## config.mk

```make
export PLATFORM = sky130hd
export DESIGN_NAME = websocket_frame_deframer_flat
export DESIGN_NICKNAME = d
export VERILOG_FILES = /design/src/hw/rtl/wsd_pkg.sv /design/src/hw/rtl/wsd_if.sv /design/src/hw/rtl/wsd_core.sv /design/src/hw/rtl/wsd_fifo.sv /design/src/hw/rtl/websocket_frame_deframer.sv /design/src/flat_wrapper.sv
export SDC_FILE = /design/constraint.sdc
export NUM_CORES = 1
export LEC_CHECK = 0
export BUFFER_PORTS_ARGS = -buffer_cell sky130_fd_sc_hd__buf_4
export CORE_MARGIN = 3
export CORE_UTILIZATION = 54
export CTS_CLUSTER_SIZE = 16
export DETAILED_ROUTE_END_ITERATION = 10
export PLACE_DENSITY_LB_ADDON = 0.25
export SLEW_MARGIN = 20
export SYNTH_ARGS = -nofsm -noshare
export SYNTH_HDL_FRONTEND = slang
export SYNTH_HIERARCHICAL = 1
export SYNTH_SLANG_ARGS = --single-unit
```

## constraint.sdc

```tcl
create_clock -name clk_i -period 20.7 [get_ports clk_i]
set_input_delay 1.035 -clock clk_i [delete_from_list [all_inputs] [get_ports clk_i]]
set_output_delay 1.035 -clock clk_i [all_outputs]
set_load 0.05 [all_outputs]
```

## src/hw/rtl/wsd_pkg.sv

```systemverilog
// ----------------------------------------------------------------------------
// WebSocket deframer package
// Types, codes and small helper functions shared by the deframer modules.
// ----------------------------------------------------------------------------
`default_nettype none

package wsd_pkg;

  localparam int unsigned ADDR_W = 3;
  localparam logic [0:0] REG_MAX_IDX = 1'b0;
  localparam logic [31:0] MAX_MSG_RESET = 32'h0010_0000;

  localparam logic [3:0] OP_CONT  = 4'd0;
  localparam logic [3:0] OP_TEXT  = 4'd1;
  localparam logic [3:0] OP_BIN   = 4'd2;
  localparam logic [3:0] OP_CLOSE = 4'd8;
  localparam logic [3:0] OP_PING  = 4'd9;
  localparam logic [3:0] OP_PONG  = 4'd10;

  localparam logic [6:0] LEN_EXT16 = 7'd126;
  localparam logic [6:0] LEN_EXT64 = 7'd127;
  localparam logic [62:0] CTRL_MAX_LEN = 63'd125;

  localparam logic [15:0] ST_PROTOCOL = 16'd1002;
  localparam logic [15:0] ST_BAD_DATA = 16'd1007;
  localparam logic [15:0] ST_TOO_BIG  = 16'd1009;

  typedef enum logic [2:0] {
    KIND_DATA  = 3'd0,
    KIND_CTRL  = 3'd1,
    KIND_END   = 3'd2,
    KIND_PING  = 3'd3,
    KIND_PONG  = 3'd4,
    KIND_CLOSE = 3'd5,
    KIND_ERROR = 3'd6
  } kind_e;

  typedef enum logic [3:0] {
    ERR_NONE     = 4'd0,
    ERR_RSV      = 4'd1,
    ERR_OPCODE   = 4'd2,
    ERR_UNMASKED = 4'd3,
    ERR_LEN_MSB  = 4'd4,
    ERR_SIZE     = 4'd5,
    ERR_CONTROL  = 4'd6,
    ERR_CONT     = 4'd7,
    ERR_EXP_CONT = 4'd8,
    ERR_UTF8     = 4'd9,
    ERR_CLOSE    = 4'd10
  } err_e;

  typedef enum logic [4:0] {
    PH_B0   = 5'b00001,
    PH_B1   = 5'b00010,
    PH_LEN  = 5'b00100,
    PH_MASK = 5'b01000,
    PH_PAY  = 5'b10000
  } phase_e;

  typedef struct packed {
    kind_e       kind;
    logic [7:0]  data;
    logic        msg_type;
    err_e        error;
    logic [15:0] status_code;
    logic        last;
  } res_t;

  typedef struct packed {
    res_t       r0;
    res_t       r1;
    logic [1:0] n;
  } push_t;

  typedef struct packed {
    logic        ok;
    logic [1:0]  rem;
    logic [20:0] val;
    logic [1:0]  seq;
  } utf_t;

  function automatic res_t mk_fail(err_e e);
    res_t r;
    r = '0;
    r.kind = KIND_ERROR;
    r.error = e;
    r.status_code = (e == ERR_SIZE) ? ST_TOO_BIG : (e == ERR_UTF8) ? ST_BAD_DATA : ST_PROTOCOL;
    return r;
  endfunction

  function automatic res_t mk_res(kind_e k, logic [7:0] d, logic t, logic [15:0] st);
    res_t r;
    r = '0;
    r.kind = k;
    r.data = d;
    r.msg_type = t;
    r.status_code = st;
    return r;
  endfunction

  function automatic logic close_code_ok(logic [15:0] c);
    return (c >= 16'd1000 && c <= 16'd1014 && c != 16'd1004 && c != 16'd1005 &&
            c != 16'd1006) || (c >= 16'd3000 && c <= 16'd4999);
  endfunction

  // One byte of incremental UTF-8 decoding.
  function automatic utf_t utf8_step(utf_t s, logic [7:0] b);
    utf_t r;
    logic [20:0] v;
    r = s;
    r.ok = 1'b1;
    v = {s.val[14:0], b[5:0]};
    if (s.rem == 2'd0) begin
      if (!b[7]) begin
        r.ok = 1'b1;
      end else if (b[7:5] == 3'b110) begin
        r.rem = 2'd1; r.val = {16'd0, b[4:0]}; r.seq = 2'd1;
      end else if (b[7:4] == 4'b1110) begin
        r.rem = 2'd2; r.val = {17'd0, b[3:0]}; r.seq = 2'd2;
      end else if (b[7:3] == 5'b11110) begin
        r.rem = 2'd3; r.val = {18'd0, b[2:0]}; r.seq = 2'd3;
      end else begin
        r.ok = 1'b0;
      end
    end else if (b[7:6] != 2'b10) begin
      r.ok = 1'b0;
    end else begin
      r.val = v;
      r.rem = s.rem - 2'd1;
      if (r.rem == 2'd0) begin
        if ((s.seq == 2'd1 && v < 21'h80) || (s.seq == 2'd2 && v < 21'h800) ||
            (s.seq == 2'd3 && v < 21'h10000) || v > 21'h10ffff ||
            (v >= 21'hd800 && v <= 21'hdfff)) begin
          r.ok = 1'b0;
        end
      end
    end
    return r;
  endfunction

endpackage

`default_nettype wire

```

## src/hw/rtl/wsd_if.sv

```systemverilog
// ----------------------------------------------------------------------------
// WebSocket deframer channels
// Valid/ready channels for the input byte stream and the result stream.
// ----------------------------------------------------------------------------
`default_nettype none

interface wsd_in_if;
  logic       valid;
  logic       ready;
  logic [7:0] in_byte;
  modport source (output valid, output in_byte, input ready);
  modport sink (input valid, input in_byte, output ready);
endinterface

interface wsd_out_if;
  logic        valid;
  logic        ready;
  logic [2:0]  kind;
  logic [7:0]  data;
  logic        msg_type;
  logic [3:0]  error;
  logic [15:0] status_code;
  logic        last;
  modport source (output valid, output kind, output data, output msg_type, output error,
                  output status_code, output last, input ready);
  modport sink (input valid, input kind, input data, input msg_type, input error,
                input status_code, input last, output ready);
endinterface

`default_nettype wire

```

## src/hw/rtl/wsd_core.sv

```systemverilog
// ----------------------------------------------------------------------------
// WebSocket deframer parser
// Per-byte header decode, unmasking, frame checks and UTF-8 validation.
// ----------------------------------------------------------------------------
`default_nettype none

module wsd_core (
  input  wire logic          clk_i,
  input  wire logic          rst_ni,
  input  wire logic          fire_i,
  input  wire logic [7:0]    byte_i,
  input  wire logic [31:0]   max_i,
  output wsd_pkg::push_t     push_o
);
  import wsd_pkg::*;

  phase_e      phase_q, phase_d;
  logic [3:0]  hdr_q, hdr_d;
  logic        fin_q, fin_d;
  logic [3:0]  op_q, op_d;
  logic [62:0] fl_q, fl_d;
  logic [31:0] mask_q, mask_d;
  logic [62:0] pidx_q, pidx_d;
  logic        infrag_q, infrag_d;
  logic        ftype_q, ftype_d;
  logic [32:0] total_q, total_d;
  logic [1:0]  urem_q, urem_d;
  logic [20:0] uval_q, uval_d;
  logic [1:0]  useq_q, useq_d;
  logic [15:0] close_q, close_d;
  logic        stop_q, stop_d;

  logic        ld_go, fe_go;
  logic [62:0] ld_len, fl_new, pidx_nxt;
  logic [33:0] sum;
  logic [7:0]  d, mbyte;
  logic [15:0] code;
  utf_t        u;
  res_t        r0, r1, fe;
  logic        fe_vld, bad;
  logic [1:0]  n;

  always_comb begin
    phase_d = phase_q; hdr_d = hdr_q; fin_d = fin_q; op_d = op_q; fl_d = fl_q;
    mask_d = mask_q; pidx_d = pidx_q; infrag_d = infrag_q; ftype_d = ftype_q;
    total_d = total_q; urem_d = urem_q; uval_d = uval_q; useq_d = useq_q;
    close_d = close_q; stop_d = stop_q;
    ld_go = 1'b0; fe_go = 1'b0; ld_len = '0; fe = '0; fe_vld = 1'b0; bad = 1'b0;
    r0 = '0; r1 = '0; n = 2'd0;
    fl_new = {fl_q[54:0], byte_i};
    pidx_nxt = pidx_q + 63'd1;
    sum = '0;
    code = {close_q[15:8], byte_i};
    u = '0;
    unique case (pidx_q[1:0])
      2'd0: mbyte = mask_q[31:24];
      2'd1: mbyte = mask_q[23:16];
      2'd2: mbyte = mask_q[15:8];
      default: mbyte = mask_q[7:0];
    endcase
    d = byte_i ^ mbyte;

    if (!stop_q) begin
      unique case (phase_q)
        PH_B0: begin
          if (byte_i[6:4] != 3'd0) begin
            r0 = mk_fail(ERR_RSV); n = 2'd1; stop_d = 1'b1;
          end else if (!(byte_i[3:0] <= OP_BIN ||
                         (byte_i[3:0] >= OP_CLOSE && byte_i[3:0] <= OP_PONG))) begin
            r0 = mk_fail(ERR_OPCODE); n = 2'd1; stop_d = 1'b1;
          end else begin
            op_d = byte_i[3:0];
            fin_d = byte_i[7];
            phase_d = PH_B1;
          end
        end
        PH_B1: begin
          if (!byte_i[7]) begin
            r0 = mk_fail(ERR_UNMASKED); n = 2'd1; stop_d = 1'b1;
          end else begin
            mask_d = '0;
            pidx_d = '0;
            if (byte_i[6:0] == LEN_EXT16 || byte_i[6:0] == LEN_EXT64) begin
              hdr_d = (byte_i[6:0] == LEN_EXT16) ? 4'd2 : 4'd8;
              fl_d = '0;
              phase_d = PH_LEN;
            end else begin
              ld_go = 1'b1;
              ld_len = {56'd0, byte_i[6:0]};
            end
          end
        end
        PH_LEN: begin
          if (hdr_q == 4'd8 && byte_i[7]) begin
            r0 = mk_fail(ERR_LEN_MSB); n = 2'd1; stop_d = 1'b1;
          end else begin
            fl_d = fl_new;
            hdr_d = hdr_q - 4'd1;
            if (hdr_q == 4'd1) begin
              ld_go = 1'b1;
              ld_len = fl_new;
            end
          end
        end
        PH_MASK: begin
          mask_d = {mask_q[23:0], byte_i};
          hdr_d = hdr_q - 4'd1;
          if (hdr_q == 4'd1) begin
            if (fl_q == '0) fe_go = 1'b1;
            else phase_d = PH_PAY;
          end
        end
        PH_PAY: begin
          pidx_d = pidx_nxt;
          u = utf8_step('{ok: 1'b1, rem: urem_q, val: uval_q, seq: useq_q}, d);
          if (!op_q[3]) begin
            r0 = mk_res(KIND_DATA, d, ftype_q, 16'd0); n = 2'd1;
            if (!ftype_q) begin
              urem_d = u.rem; uval_d = u.val; useq_d = u.seq;
              if (!u.ok) begin
                r1 = mk_fail(ERR_UTF8); n = 2'd2; stop_d = 1'b1;
              end
            end
          end else begin
            r0 = mk_res(KIND_CTRL, d, 1'b0, 16'd0); n = 2'd1;
            if (op_q == OP_CLOSE) begin
              if (pidx_q == '0) begin
                close_d = {d, 8'd0};
              end else if (pidx_q == 63'd1) begin
                code = {close_q[15:8], d};
                close_d = code;
                bad = !close_code_ok(code);
              end else begin
                urem_d = u.rem; uval_d = u.val; useq_d = u.seq;
                bad = !u.ok;
              end
              if (bad) begin
                r1 = mk_fail(ERR_CLOSE); n = 2'd2; stop_d = 1'b1;
              end
            end
          end
          if (n == 2'd1 && pidx_nxt >= fl_q) fe_go = 1'b1;
        end
        default: phase_d = PH_B0;
      endcase

      // Frame checks once the payload length is complete.
      if (ld_go) begin
        fl_d = ld_len;
        sum = {1'b0, total_q} + {2'd0, ld_len[31:0]};
        if (ld_len > {31'd0, max_i}) begin
          r0 = mk_fail(ERR_SIZE); n = 2'd1; stop_d = 1'b1;
        end else if (op_q[3] && (!fin_q || ld_len > CTRL_MAX_LEN)) begin
          r0 = mk_fail(ERR_CONTROL); n = 2'd1; stop_d = 1'b1;
        end else if (op_q == OP_CONT && !infrag_q) begin
          r0 = mk_fail(ERR_CONT); n = 2'd1; stop_d = 1'b1;
        end else if (op_q == OP_CONT && sum > {2'd0, max_i}) begin
          r0 = mk_fail(ERR_SIZE); n = 2'd1; stop_d = 1'b1;
        end else if ((op_q == OP_TEXT || op_q == OP_BIN) && infrag_q) begin
          r0 = mk_fail(ERR_EXP_CONT); n = 2'd1; stop_d = 1'b1;
        end else begin
          if (op_q == OP_CONT) begin
            total_d = sum[32:0];
          end else if (op_q == OP_TEXT || op_q == OP_BIN) begin
            ftype_d = (op_q == OP_BIN);
            total_d = ld_len[32:0];
            urem_d = '0; uval_d = '0; useq_d = '0;
            infrag_d = !fin_q;
          end else if (op_q == OP_CLOSE) begin
            urem_d = '0; uval_d = '0; useq_d = '0;
            close_d = '0;
          end
          phase_d = PH_MASK;
          hdr_d = 4'd4;
        end
      end

      // End of frame result, using the UTF-8 state after this byte.
      if (fe_go) begin
        phase_d = PH_B0;
        fe_vld = 1'b1;
        if (op_q == OP_PING) begin
          fe = mk_res(KIND_PING, 8'd0, 1'b0, 16'd0);
        end else if (op_q == OP_PONG) begin
          fe = mk_res(KIND_PONG, 8'd0, 1'b0, 16'd0);
        end else if (op_q == OP_CLOSE) begin
          stop_d = 1'b1;
          if (fl_q == 63'd1 || urem_d != 2'd0) fe = mk_fail(ERR_CLOSE);
          else fe = mk_res(KIND_CLOSE, 8'd0, 1'b0, (fl_q >= 63'd2) ? close_d : 16'd0);
        end else if (!fin_q) begin
          fe_vld = 1'b0;
        end else if (!ftype_q && urem_d != 2'd0) begin
          stop_d = 1'b1;
          fe = mk_fail(ERR_UTF8);
        end else begin
          infrag_d = 1'b0;
          fe = mk_res(KIND_END, 8'd0, ftype_q, 16'd0);
        end
        if (fe_vld) begin
          if (n == 2'd0) begin
            r0 = fe; n = 2'd1;
          end else begin
            r1 = fe; n = 2'd2;
          end
        end
      end
    end

    if (n == 2'd1) r0.last = 1'b1;
    if (n == 2'd2) r1.last = 1'b1;
  end

  always_ff @(posedge clk_i or negedge rst_ni) begin
    if (!rst_ni) begin
      phase_q <= PH_B0; hdr_q <= '0; fin_q <= 1'b0; op_q <= '0; fl_q <= '0;
      mask_q <= '0; pidx_q <= '0; infrag_q <= 1'b0; ftype_q <= 1'b0; total_q <= '0;
      urem_q <= '0; uval_q <= '0; useq_q <= '0; close_q <= '0; stop_q <= 1'b0;
    end else if (fire_i) begin
      phase_q <= phase_d; hdr_q <= hdr_d; fin_q <= fin_d; op_q <= op_d; fl_q <= fl_d;
      mask_q <= mask_d; pidx_q <= pidx_d; infrag_q <= infrag_d; ftype_q <= ftype_d;
      total_q <= total_d; urem_q <= urem_d; uval_q <= uval_d; useq_q <= useq_d;
      close_q <= close_d; stop_q <= stop_d;
    end
  end

  assign push_o.r0 = r0;
  assign push_o.r1 = r1;
  assign push_o.n = fire_i ? n : 2'd0;

endmodule

`default_nettype wire

```

## src/hw/rtl/wsd_fifo.sv

```systemverilog
// ----------------------------------------------------------------------------
// WebSocket deframer result queue
// Four-entry queue taking up to two results per cycle and giving one.
// ----------------------------------------------------------------------------
`default_nettype none

module wsd_fifo (
  input  wire logic            clk_i,
  input  wire logic            rst_ni,
  input  wire wsd_pkg::push_t  push_i,
  output logic                 room_o,
  output logic                 valid_o,
  input  wire logic            ready_i,
  output wsd_pkg::res_t        res_o
);
  import wsd_pkg::*;

  res_t       mem_q [4];
  logic [1:0] wr_q, rd_q;
  logic [2:0] cnt_q;
  logic       pop;

  assign valid_o = (cnt_q != 3'd0);
  assign pop = valid_o && ready_i;
  assign room_o = (cnt_q <= 3'd2);
  assign res_o = mem_q[rd_q];

  always_ff @(posedge clk_i) begin
    if (push_i.n != 2'd0) mem_q[wr_q] <= push_i.r0;
    if (push_i.n == 2'd2) mem_q[wr_q + 2'd1] <= push_i.r1;
  end

  always_ff @(posedge clk_i or negedge rst_ni) begin
    if (!rst_ni) begin
      wr_q <= '0;
      rd_q <= '0;
      cnt_q <= '0;
    end else begin
      wr_q <= wr_q + push_i.n;
      if (pop) rd_q <= rd_q + 2'd1;
      cnt_q <= cnt_q + {1'b0, push_i.n} - {2'd0, pop};
    end
  end

endmodule

`default_nettype wire

```

## src/hw/rtl/websocket_frame_deframer.sv

```systemverilog
// ----------------------------------------------------------------------------
// WebSocket frame deframer
// An accepted byte waits in the input register; its results are offered from the queue.
// Throughput: one byte per cycle while results drain; the parser takes a byte only
// when the four-entry result queue has room for two results, so the input stalls
// while three or more results wait.
// Reset clears all parser state; the message size limit register resets to 1048576.
// ----------------------------------------------------------------------------
`default_nettype none

module websocket_frame_deframer (
  input  wire logic                         clk_i,
  input  wire logic                         rst_ni,
  wsd_in_if.sink                            in_chan,
  wsd_out_if.source                         out_chan,
  input  wire logic                         psel,
  input  wire logic                         penable,
  input  wire logic                         pwrite,
  input  wire logic [wsd_pkg::ADDR_W-1:0]   paddr,
  input  wire logic [31:0]                  pwdata,
  output logic [31:0]                       prdata,
  output logic                              pready
);
  import wsd_pkg::*;

  logic [31:0] max_q;
  logic        in_vld_q;
  logic [7:0]  in_byte_q;
  logic        fire, room;
  push_t       push;
  res_t        res;
  logic        reg_hit;

  assign pready = 1'b1;
  assign reg_hit = (paddr[ADDR_W-1:2] == REG_MAX_IDX);
  assign prdata = reg_hit ? max_q : 32'd0;

  always_ff @(posedge clk_i or negedge rst_ni) begin
    if (!rst_ni) begin
      max_q <= MAX_MSG_RESET;
    end else if (psel && penable && pwrite && reg_hit) begin
      max_q <= pwdata;
    end
  end

  // The input register is processed once the queue can take two results.
  assign fire = in_vld_q && room;
  assign in_chan.ready = !in_vld_q || fire;

  always_ff @(posedge clk_i or negedge rst_ni) begin
    if (!rst_ni) begin
      in_vld_q <= 1'b0;
    end else if (in_chan.ready) begin
      in_vld_q <= in_chan.valid;
    end
  end

  always_ff @(posedge clk_i) begin
    if (in_chan.ready && in_chan.valid) in_byte_q <= in_chan.in_byte;
  end

  wsd_core u_core (
    .clk_i  (clk_i),
    .rst_ni (rst_ni),
    .fire_i (fire),
    .byte_i (in_byte_q),
    .max_i  (max_q),
    .push_o (push)
  );

  wsd_fifo u_fifo (
    .clk_i   (clk_i),
    .rst_ni  (rst_ni),
    .push_i  (push),
    .room_o  (room),
    .valid_o (out_chan.valid),
    .ready_i (out_chan.ready),
    .res_o   (res)
  );

  assign out_chan.kind = res.kind;
  assign out_chan.data = res.data;
  assign out_chan.msg_type = res.msg_type;
  assign out_chan.error = res.error;
  assign out_chan.status_code = res.status_code;
  assign out_chan.last = res.last;

endmodule

`default_nettype wire

```

## src/flat_wrapper.sv

```systemverilog
// flat-port wrapper written by rule: the top's interface ports become plain ports
module websocket_frame_deframer_flat import wsd_pkg::*;
  (clk_i, rst_ni, psel, penable, pwrite, paddr, pwdata, prdata, pready, in_chan_valid, in_chan_in_byte, in_chan_ready, out_chan_valid, out_chan_kind, out_chan_data, out_chan_msg_type, out_chan_error, out_chan_status_code, out_chan_last, out_chan_ready);
  wsd_in_if in_chan_i ();
  wsd_out_if out_chan_i ();
  input  wire logic clk_i;
  input  wire logic rst_ni;
  input  wire logic psel;
  input  wire logic penable;
  input  wire logic pwrite;
  input  wire logic [wsd_pkg::ADDR_W-1:0] paddr;
  input  wire logic [31:0] pwdata;
  output logic [31:0] prdata;
  output logic pready;
  input wire logic [$bits(in_chan_i.valid)-1:0] in_chan_valid;
  input wire logic [$bits(in_chan_i.in_byte)-1:0] in_chan_in_byte;
  output wire logic [$bits(in_chan_i.ready)-1:0] in_chan_ready;
  output wire logic [$bits(out_chan_i.valid)-1:0] out_chan_valid;
  output wire logic [$bits(out_chan_i.kind)-1:0] out_chan_kind;
  output wire logic [$bits(out_chan_i.data)-1:0] out_chan_data;
  output wire logic [$bits(out_chan_i.msg_type)-1:0] out_chan_msg_type;
  output wire logic [$bits(out_chan_i.error)-1:0] out_chan_error;
  output wire logic [$bits(out_chan_i.status_code)-1:0] out_chan_status_code;
  output wire logic [$bits(out_chan_i.last)-1:0] out_chan_last;
  input wire logic [$bits(out_chan_i.ready)-1:0] out_chan_ready;
  assign in_chan_i.valid = in_chan_valid;
  assign in_chan_i.in_byte = in_chan_in_byte;
  assign in_chan_ready = in_chan_i.ready;
  assign out_chan_valid = out_chan_i.valid;
  assign out_chan_kind = out_chan_i.kind;
  assign out_chan_data = out_chan_i.data;
  assign out_chan_msg_type = out_chan_i.msg_type;
  assign out_chan_error = out_chan_i.error;
  assign out_chan_status_code = out_chan_i.status_code;
  assign out_chan_last = out_chan_i.last;
  assign out_chan_i.ready = out_chan_ready;
  websocket_frame_deframer u_core (.clk_i(clk_i), .rst_ni(rst_ni), .in_chan(in_chan_i), .out_chan(out_chan_i), .psel(psel), .penable(penable), .pwrite(pwrite), .paddr(paddr), .pwdata(pwdata), .prdata(prdata), .pready(pready));
endmodule
```

# [Yosys cells after proc, flatten, opt, wreduce, memory -nomap -nowiden]
# Memory sizes are Yosys's and may differ from the RTL's.
# Index checks and enable logic that the tools add are counted.
[totals] ff_bits=297 out_inout_bits=68 mem_count=1 mem_bits_rw=132
[op_classes] n_reduce_logical=63 mux=243 eq_ne=36 n_bitwise=10 addsub=9 n_lt_le_gt_ge=19
[mem_list] name="u_core.u_fifo.mem_q" depth=4 word_bits=33 rd=1 rd_clocked_by_memory_dff=0 wr=2 line_no="wsd_fifo.sv:18" text="res_t mem_q [4];"
[ops] cell="$mux 33" count=31
[ops] cell="$mux 63" count=8
[ops] cell="$pmux 63 s2" count=3
[ops] cell="$mux 21" count=15
[ops] cell="$mux 16" count=14
[ops] cell="$pmux 33 s4" count=1
[ops] cell="$eq 63x1->1 const B" count=2
[ops] cell="$logic_not 63->1" count=2
[ops] cell="$mux 2" count=51
[ops] cell="$mux 25" count=4
[ops] cell="$mux 32" count=3
[ops] cell="$mux 1" count=74
[ops] cell="$mux 24" count=3
[ops] cell="$mux 5" count=13
[ops] cell="$pmux 32 s2" count=1
[ops] cell="$add 63x1->63 const B" count=1
[ops] cell="$ge 63x2->1 const B" count=1
[ops] cell="$ge 63x63->1" count=1
[ops] cell="$gt 63x32->1" count=1
[ops] cell="$gt 63x7->1 const B" count=1
[ops] cell="$ne 16x10->1 const B" count=3
[ops] cell="$mux 4" count=10
[ops] cell="$add 33x32->34" count=1
[ops] cell="$gt 34x32->1" count=1
[ops] cell="other kinds (62)" count=135

# [Longest topological paths before layout]
# Gate-level depths: netlist of the first run.
[depth] word_depth=44 ltp_mapped=34

# [Hierarchy]
# Netlist of the first run, hierarchy kept.
[modules_own_cells] mod="wsd_core" n_inst=1 cells_each=2324 area_per_inst_um2=18790.5
[modules_own_cells] mod="wsd_fifo" n_inst=1 cells_each=360 area_per_inst_um2=6832.8
[modules_own_cells] mod="websocket_frame_deframer" n_inst=1 cells_each=118 area_per_inst_um2=1845.5

# [Worst setup path after synthesis of the first run]
# OpenSTA, ideal clock, no wires.
[synth_timing] path_type="reg2reg" startpoint="reg u_core.u_core.hdr_q[1]" endpoint="mem u_core/u_fifo/mem_q[0][0] in the netlist's numbering, enable pin" arrival_ns=7.945 synth_period_minus_slack_ns=8.414 stages_incl_launch_ff=31 setup_time_ns=0.469 slack_ns=12.286 path_cell_list="dfrtp_1 -> inv_1 -> ha_1 -> nor3b_2 -> nand3_1 -> o21ai_0 -> clkbuf_1 -> nand2_1 -> inv_1 -> ha_1 -> a21o_1 -> a21oi_1 -> maj3_2 -> a41oi_2 -> a21oi_1 -> o21ai_0 -> a31o_2 -> and2_1 -> ha_1 -> a21oi_1 -> o21ai_0 -> nand2b_1 -> a311o_1 -> a31oi_1 -> o22a_1 -> nand3_1 -> nand2_1 -> a21oi_1 -> o21a_1 -> o21bai_1 -> o21ai_0"
[synth_lines] item="from (decl)" line_no="wsd_core.sv:18" text="logic [3:0] hdr_q, hdr_d;"
[synth_lines] item="from (signal assigned)" line_no="wsd_core.sv:219" text="phase_q <= phase_d; hdr_q <= hdr_d; fin_q <= fin_d; op_q <= op_d; fl_q <= fl_d;"
[synth_lines] item="to (decl)" line_no="wsd_fifo.sv:18"

==> qor.csv, run 1 <==
metric,value,unit
place_ws,11880,ps
yosys_register_bits,423,
dp_cells,3465,
syn_area,27470,um^2
slew_violations,0,
r2r_slack,11570,ps
hold_viol,0,
row_count,82,
initial_utilization,54.75,%
htreeDepth,2,
cts_tree,yes,
startpoint_type,register,
coreArea,50170,um^2
critPathArrivalTime,9360,ps
antenna_found_initial,1,
clock_skew,31.30,ps
yosysSeqAreaShare,41.10,%
post_cts_buffers,0,
slew_headroom,31.41,%
cts_resized,0,
tightest_slew,1025,ps
tns,0,ps
grt_use_total,27.01,%
die_h,231.5,um
synth_area_leader_cell,dfrtp_1,
post-route-period-util,44.11,%
syn-mean-instance-area,9.803,um^2
clk-insertion-delay-late,590,ps
route.detailed.drc,0,
hpwl,52400,um
max-clock-path-buffers,3,
hold_buffers,0,
max_cap_violations,0,
clock_sinks,423,
async_flop_share,66.90,%
critical_path_class,register to register,
yosys-top-cells-area,"dfrtp_1 26%, edfxtp_1 15%, ha_1 7.7%",
ir_worst_vdd,0.05695,mV
yosys_warnings,6,
finalSetupViolations,0,
grt_use_met1,35.16,%
ys_types,95,
grt_max_degree,121,
vias,21920,
timing.final.ws_setup,11570,ps
grt_pass1_vias,21550,
overflow,0,
numCtsBuffers,47,
r2r_end,u_core/u_fifo/mem_q[2][4],
slowest_stage,nor4_1,
min_period,9130,ps
final_antenna_net_count,0,
worstPathRequired,20930,ps
wl_per_cell,20.71,um
drive_gt1_share,16.13,%
holdWs,465.9,ps
busiest_layer,met2,
gp_congestion,0.9362,
layout.nets,3065,
die-area,53610,um^2
port_buffers,114,
hold_class,input port to async pin,
routed_via_density,6.167,
die_w,231.5,um
clock-root-buffer,clkbuf_16,
use_met2,46.28,%
synth_top_area_share,25.60,%
antenna_cells,0,
netlist_instances,2802,
synth_flop_cell,dfrtp_1,
drtPass1Iterations,7,
boundaryPins,118,
p_per_area,88.96,nW/um^2
reg2reg_depth,29,
status,finished clean,
critPathCaptureType,register,
drt_iter0_markers,1857,
leakagePower,0.01321,uW
rsz0062_at_grt,false,
synth_edf_count,140,
drt_wl_total,73610,um
fmax,0.1095,GHz
fin_cells,3554,
regToRegStartpoint,u_core/u_core/phase_q[2],
grt_util_met3,3.736,%
area_growth,10.37,%
critPathMaxStageDelay,560,ps
cp_common_cell,o21ai_0,
cts.clk_slew.worst_paths,60,ps
path_max_fanout,34,
post-route-util,60.43,%
grt_pass1_wl,116300,um
[worst max-delay path, delay by kind of cell (launching register included)]
kind                       cells  cell delay, ps
AOI/OAI and AO/OA             13            3440
adders and majority gates      2             560
buffers and inverters          3            1150
DFF                            1             510
and+or+nand+nor               11            3040
[metrics by stage]
step / power [uW] / area [um^2]
finish: 2697 / 30320
detailed placement: 1868 / 28720
global placement: 1848 / 28720
global route: 2814 / 30320
CTS: 2717 / 30280
floorplan: 1621 / 27520
[area by class of cell]
type / count / area [um^2]
well taps: 672 / 840.8
clock inverters: 23 / 163.9
clock buffers: 65 / 1399
inverters: 149 / 559.3
multi-input cells: 2069 / 14890
fillers: 4170 / 19850
flip-flops and latches: 423 / 11290
repair buffers: 153 / 1172
[sequential cells by signal (all words and copies together) (netlist names), 2 cells and up]
name and count:
u_core/u_core/urem_q 2, u_core/u_fifo/cnt_q 3, u_core/u_core/op_q 4, u_core/u_fifo/mem_q 132, u_core/u_core/mask_q 32, u_core/u_core/pidx_q 63, u_core/u_core/hdr_q 4, u_core/u_core/total_q 33
u_core/u_core/phase_q 5, u_core/max_q 32, u_core/u_core/fl_q 63, u_core/u_core/close_q 16, u_core/u_fifo/rd_q 2, u_core/u_core/useq_q 2, u_core/u_fifo/wr_q 2, u_core/u_core/uval_q 15
u_core/in_byte_q 8
[worst max-delay path by stage]
stage                                  start                         end  slack, ps  cells past startpoint
floorplan             u_core/u_core/hdr_q[1]   u_core/u_fifo/mem_q[0][0]      12290                     30
global placement      u_core/u_core/hdr_q[1]   u_core/u_fifo/mem_q[2][3]      12010                     32
detailed placement    u_core/u_core/hdr_q[1]   u_core/u_fifo/mem_q[2][4]      11880                     32
CTS                   u_core/u_core/hdr_q[1]  u_core/u_fifo/mem_q[2][20]      11860                     32
global route          u_core/u_core/hdr_q[1]  u_core/u_fifo/mem_q[2][20]      11070                     32
finish              u_core/u_core/phase_q[2]   u_core/u_fifo/mem_q[2][4]      11570                     29
[kinds of logic after synthesis]
| kind of cell | after synthesis | synth area share [%] |
|---|---|---|
| AOI/OAI and AO/OA | 652 | 15.66 |
| xor gates and xnor gates | 111 | 3.539 |
| adders and majority gates | 174 | 7.971 |
| buffers and inverters | 324 | 5.179 |
| DFF | 423 | 41.09 |
| muxes | 223 | 10.80 |
| other | 2 | 0.02734 |
| and+or+nand+nor | 893 | 15.74 |
[where the power goes]
group          internal (uW)  switching [uW]  total, uW  leakage, uW
logic                    312             537        849      0.00727
registers                948            58.4       1010      0.00517
clock network            487             354        841     0.000779
[cells in the mapped netlist, types with 14 or more instances]
cell / n
buf_6: 14
a22o_1: 56
o211ai_1: 16
and2_1: 18
nand2_1: 312
o21a_1: 16
edfxtp_1: 140
dfrtp_1: 281
inv_1: 149
mux4_2: 33
mux2i_1: 24
mux2_2: 133
a21o_1: 25
buf_2: 29
nor2_1: 195
nand3_1: 87
xor2_1: 43
o31ai_1: 94
xnor2_1: 68
nand4_1: 46
nor3_1: 36
buf_4: 17
clkbuf_1: 108
a31oi_1: 28
ha_1: 170
o21ai_0: 148
and3_1: 38
a21oi_1: 152
nor4_1: 46
mux2_4: 30
nor2b_1: 44
[cell usage in the layout (no fill, tap or decap), drive strengths merged, types with 19 or more instances in the layout]
cell type	n
a31oi	28
mux4	33
o31ai	94
a21oi	153
edfxtp	140
dfrtp	281
nor2b	44
mux2i	24
ha	170
and3	38
nand4	46
xor2	43
xnor2	68
nor4	47
a22o	56
clkbuf	65
mux2	166
a21o	25
nand3	87
nand2	312
nor3	37
clkinv	19
o21ai	151
inv	151
nor2	195
buf	153
and2	20
[metal layers]
metal	wire length, um	share of wire, %	up-vias
li1	-	-	10330
met1	30310	41	10670
met2	36430	49	770
met3	4460	6.1	151
met4	2397	3.3	2
met5	12	0.016	-
Power figures use the tool's default switching activity.
==> run 2, diff against run 1 <==
--- a/config.mk
+++ b/config.mk
@@ -5,6 +5,7 @@
 export SDC_FILE = /design/constraint.sdc
 export NUM_CORES = 1
 export LEC_CHECK = 0
+export ABC_AREA = 1
 export BUFFER_PORTS_ARGS = -buffer_cell sky130_fd_sc_hd__buf_4
 export CORE_MARGIN = 3
 export CORE_UTILIZATION = 54
==> constraint.sdc (replaced) <==
create_clock -name clk_i -period 7.35 [get_ports clk_i]
set_input_delay 0.3675 -clock clk_i [delete_from_list [all_inputs] [get_ports clk_i]]
set_output_delay 0.3675 -clock clk_i [all_outputs]
set_load 0.05 [all_outputs]
==> run 2 against run 1 <==
Net effect: clock power rose to 3.2 times the previous value; setup slack got worse by 11000 ps; die area rose by 7.7%; sequential cell count did not move; utilization rose by 1.6 points; global-route usage rose by 2.7 points; sequential share of layout area fell by 3.6 points; design area rose by 11%.
==> qor.csv, run 2 <==
metric,value,unit,change
status,finished clean,,
slew_violations,0,,unchanged
drt_iter0_markers,2629,,+42%
p_clk_share,37.1,%,+5.9 points
max-clock-path-buffers,3,,unchanged
antenna_found_initial,0,,-1
syn-mean-instance-area,7.399,um^2,-25%
async_flop_share,66.90,%,unchanged
vias,27850,,+27%
post-route-util,62.04,%,+1.6 points
largestRegisters,"u_core/u_fifo/mem_q x132, u_core/u_core/fl_q x63, u_core/u_core/pidx_q x63",,
gp_congestion,0.9438,,+0.81%
synth_area_leader_cell,dfrtp_1,,
grt_use_total,29.74,%,+2.7 points
boundaryPins,118,,unchanged
syn_area,29640,um^2,+7.9%
largest_reg_flops,132,,unchanged
port_buffers,114,,unchanged
final_common_cell,nand2_1,,
path_max_fanout,25,,-26%
synth_flop_cell,dfrtp_1,,
coreArea,54030,um^2,+7.7%
numCtsBuffers,50,,+6.4%
die_w,240.3,um,+3.8%
grt_max_degree,146,,+21%
pwr-share-comb,27.2,%,-4.3 points
finalSetupViolations,0,,unchanged
row_count,85,,+3.7%
yosys_warnings,6,,unchanged
drtPass1Iterations,8,,+1
met1Wirelength,36360,um,+20%
route.top_layer_used,met4,,
netlist_instances,4006,,+43%
hold_class,input port to register,,
ir_worst_vdd,0.2247,mV,+290%
clock_sinks,423,,unchanged
hold_viol,0,,unchanged
switching_share,35.87,%,+0.64 points
die-area,57730,um^2,+7.7%
clock_skew,23.45,ps,-7.852 ps
antenna_cells,0,,unchanged
wl_per_cell,17.82,um,-14%
min_period,6715,ps,-2415 ps
final_antenna_net_count,0,,unchanged
initial_utilization,54.86,%,+0.11 points
routed_via_density,5.712,,-7.4%
overflow,0,,unchanged
met3_length,5458,um,+22%
yosys-top-cells-area,"dfrtp_1 24%, edfxtp_1 14%, nand2_1 12%",,
grt_pass1_vias,26040,,+21%
leakagePower,0.01615,uW,+22%
cts.clk_slew.worst_paths,60,ps,about the same
cp_common_cell,nand2_1,,
regMostFlops,u_core/u_fifo/mem_q,,
slowest_stage,fa_1,,
layout.nets,4364,,+42%
max_cap_violations,0,,unchanged
yosysSeqAreaShare,38.09,%,-3.0 points
p_sw,2622,uW,+180%
wl_met2,41510,um,+14%
drive_gt1_share,10.07,%,-6.1 points
power_frac_seq,35.7,%,-1.6 points
critPathArrivalTime,7210,ps,-2150 ps
worstPathRequired,7850,ps,-13080 ps
grt_pass1_wl,138200,um,+19%
tightest_slew,1113,ps,+87.84 ps
route.detailed.drc,0,,unchanged
synth_top_area_share,23.72,%,-1.9 points
clock-root-buffer,clkbuf_16,,
slew_headroom,25.63,%,-5.8 points
p_int,4688,uW,+170%
tns,0,ps,unchanged
rsz0062_at_grt,false,,
htreeDepth,2,,unchanged
synth_most_common_cell,nand2_1,,
ys_types,79,,-17%
yosys_register_bits,423,,unchanged
cts_tree,yes,,
final_cell_mix,"981 x nand2_1, 464 x inv_1, 360 x nand3_1",,
area_growth,13.09,%,
critPathCaptureType,register,,
fmax,0.1489,GHz,+36%
p_per_area,218.1,nW/um^2,+150%
hold_depth,3,,
critical_path_class,register to register,,
post-route-period-util,91.36,%,+47 points
drt_wl_total,86910,um,+18%
yosys-top-cells-count,"982 x nand2_1, 466 x inv_1, 361 x nor2_1, 360 x nand3_1, 329 x o21ai_0",,
synth_edf_count,140,,unchanged
hpwl,62220,um,+19%
clk-insertion-delay-late,600,ps,about the same
fillers,4859,,+17%
startpoint_type,register,,
critPathMaxStageDelay,470,ps,-90 ps
die_h,240.3,um,+3.8%
reg2reg_depth,53,,+83%
-- run 2: cell types whose count changed after synthesis, moves of 36 or more --
cell / previous run / this run
nand2_1: 312 / 982
inv_1: 149 / 466
nand3_1: 87 / 360
o21ai_0: 148 / 329
nor2_1: 195 / 361
mux2_2: 133 / 0
o31ai_1: 94 / 6
xnor2_1: 68 / 8
a22o_1: 56 / 1
nor2b_1: 44 / 0
nand4_1: 46 / 87
o22ai_1: 12 / 52
xor2_1: 43 / 79
-- run 2: area by class of cell --
type,count,area [um^2],area share [%]
inverter,496,1864,5.562
sequential,423,11290,33.68
tap,696,870.8,2.598
clock inverter,30,406.6,1.213
multi-input combinational,2928,15650,46.69
timing repair buffer,243,2054,6.129
clock buffer,60,1384,4.129
-- run 2: final timing paths --
kind | start | endpoint | slack [ps]
setup / recovery | u_core/u_core/hdr_q[1] | u_core/u_fifo/cnt_q[2] | 640
hold / removal | pwdata[25] | u_core/max_q[25] | 20
setup reg to reg | u_core/u_core/hdr_q[1] | u_core/u_fifo/cnt_q[2] | 640
hold reg to reg | u_core/u_core/close_q[3] | u_core/u_core/close_q[3] | 480
max in group asynchronous | rst_ni | u_core/max_q[26] | 5680
min in group asynchronous | rst_ni | u_core/in_vld_q | 350
-- run 2: routing by layer --
layer / up-vias / GRT usage, %
li1: 13670 / -
met2: 1095 / 50.40
met4: 0 / 12.70
met1: 12870 / 38.88
met3: 218 / 3.166
met5: - / 0
-- run 2: per-stage QoR --
stage / cell area (um^2) / power (uW) / hold WS [ps] / cells / setup slack (ps)
2_1_floorplan: 29690 / 4026 / 71.91 / 4020 / 209.7
3_3_place_gp: 31320 / 4592 / 428.2 / 4749 / 504.5
3_5_place_dp: 31320 / 4617 / 428.8 / 4749 / 437.2
4_1_cts: 33450 / 7342 / 1.803 / 4873 / 386.8
5_1_grt: 33520 / 7619 / 35.65 / 4876 / 33.24
6_report: 33520 / 7310 / 23.72 / 4876 / 635.0
-- run 2: power groups by stage --
stage          registers (uW)  logic (uW)  clock network, uW
2_1_floorplan            2590        1430                  0
3_3_place_gp             2650        1940                  0
3_5_place_dp             2660        1960                  0
4_1_cts                  2610        1980               2750
5_1_grt                  2620        2160               2840
6_report                 2610        1990               2710
-- run 2: timing repair --
action | 4_1_cts | 5_1_grt
setup endpoints to repair | 0 | 239
hold buffers | 34 | 0
buffers inserted | 0 | 3
hold endpoints to repair | 121 | 0
resized for setup | 0 | 14
-- run 2: kinds of logic after synthesis --
| group | count (synthesis) | synth area share [%] |
|---|---|---|
| DFF | 423 | 38.09 |
| and+or+nand+nor | 2003 | 30.20 |
| adders and majority gates | 172 | 7.311 |
| other | 2 | 0.02534 |
| xor gates and xnor gates | 87 | 2.571 |
| AOI/OAI and AO/OA | 649 | 12.18 |
| buffers and inverters | 669 | 9.595 |
| muxes | 1 | 0.03377 |
-- run 2: worst max-delay path, delay by kind of cell (launching register included) --
kind | cells | cell delay [ps]
AOI/OAI and AO/OA | 3 | 390
xor gates and xnor gates | 2 | 380
adders and majority gates | 6 | 1790
buffers and inverters | 7 | 710
DFF | 1 | 380
and+or+nand+nor | 35 | 3020
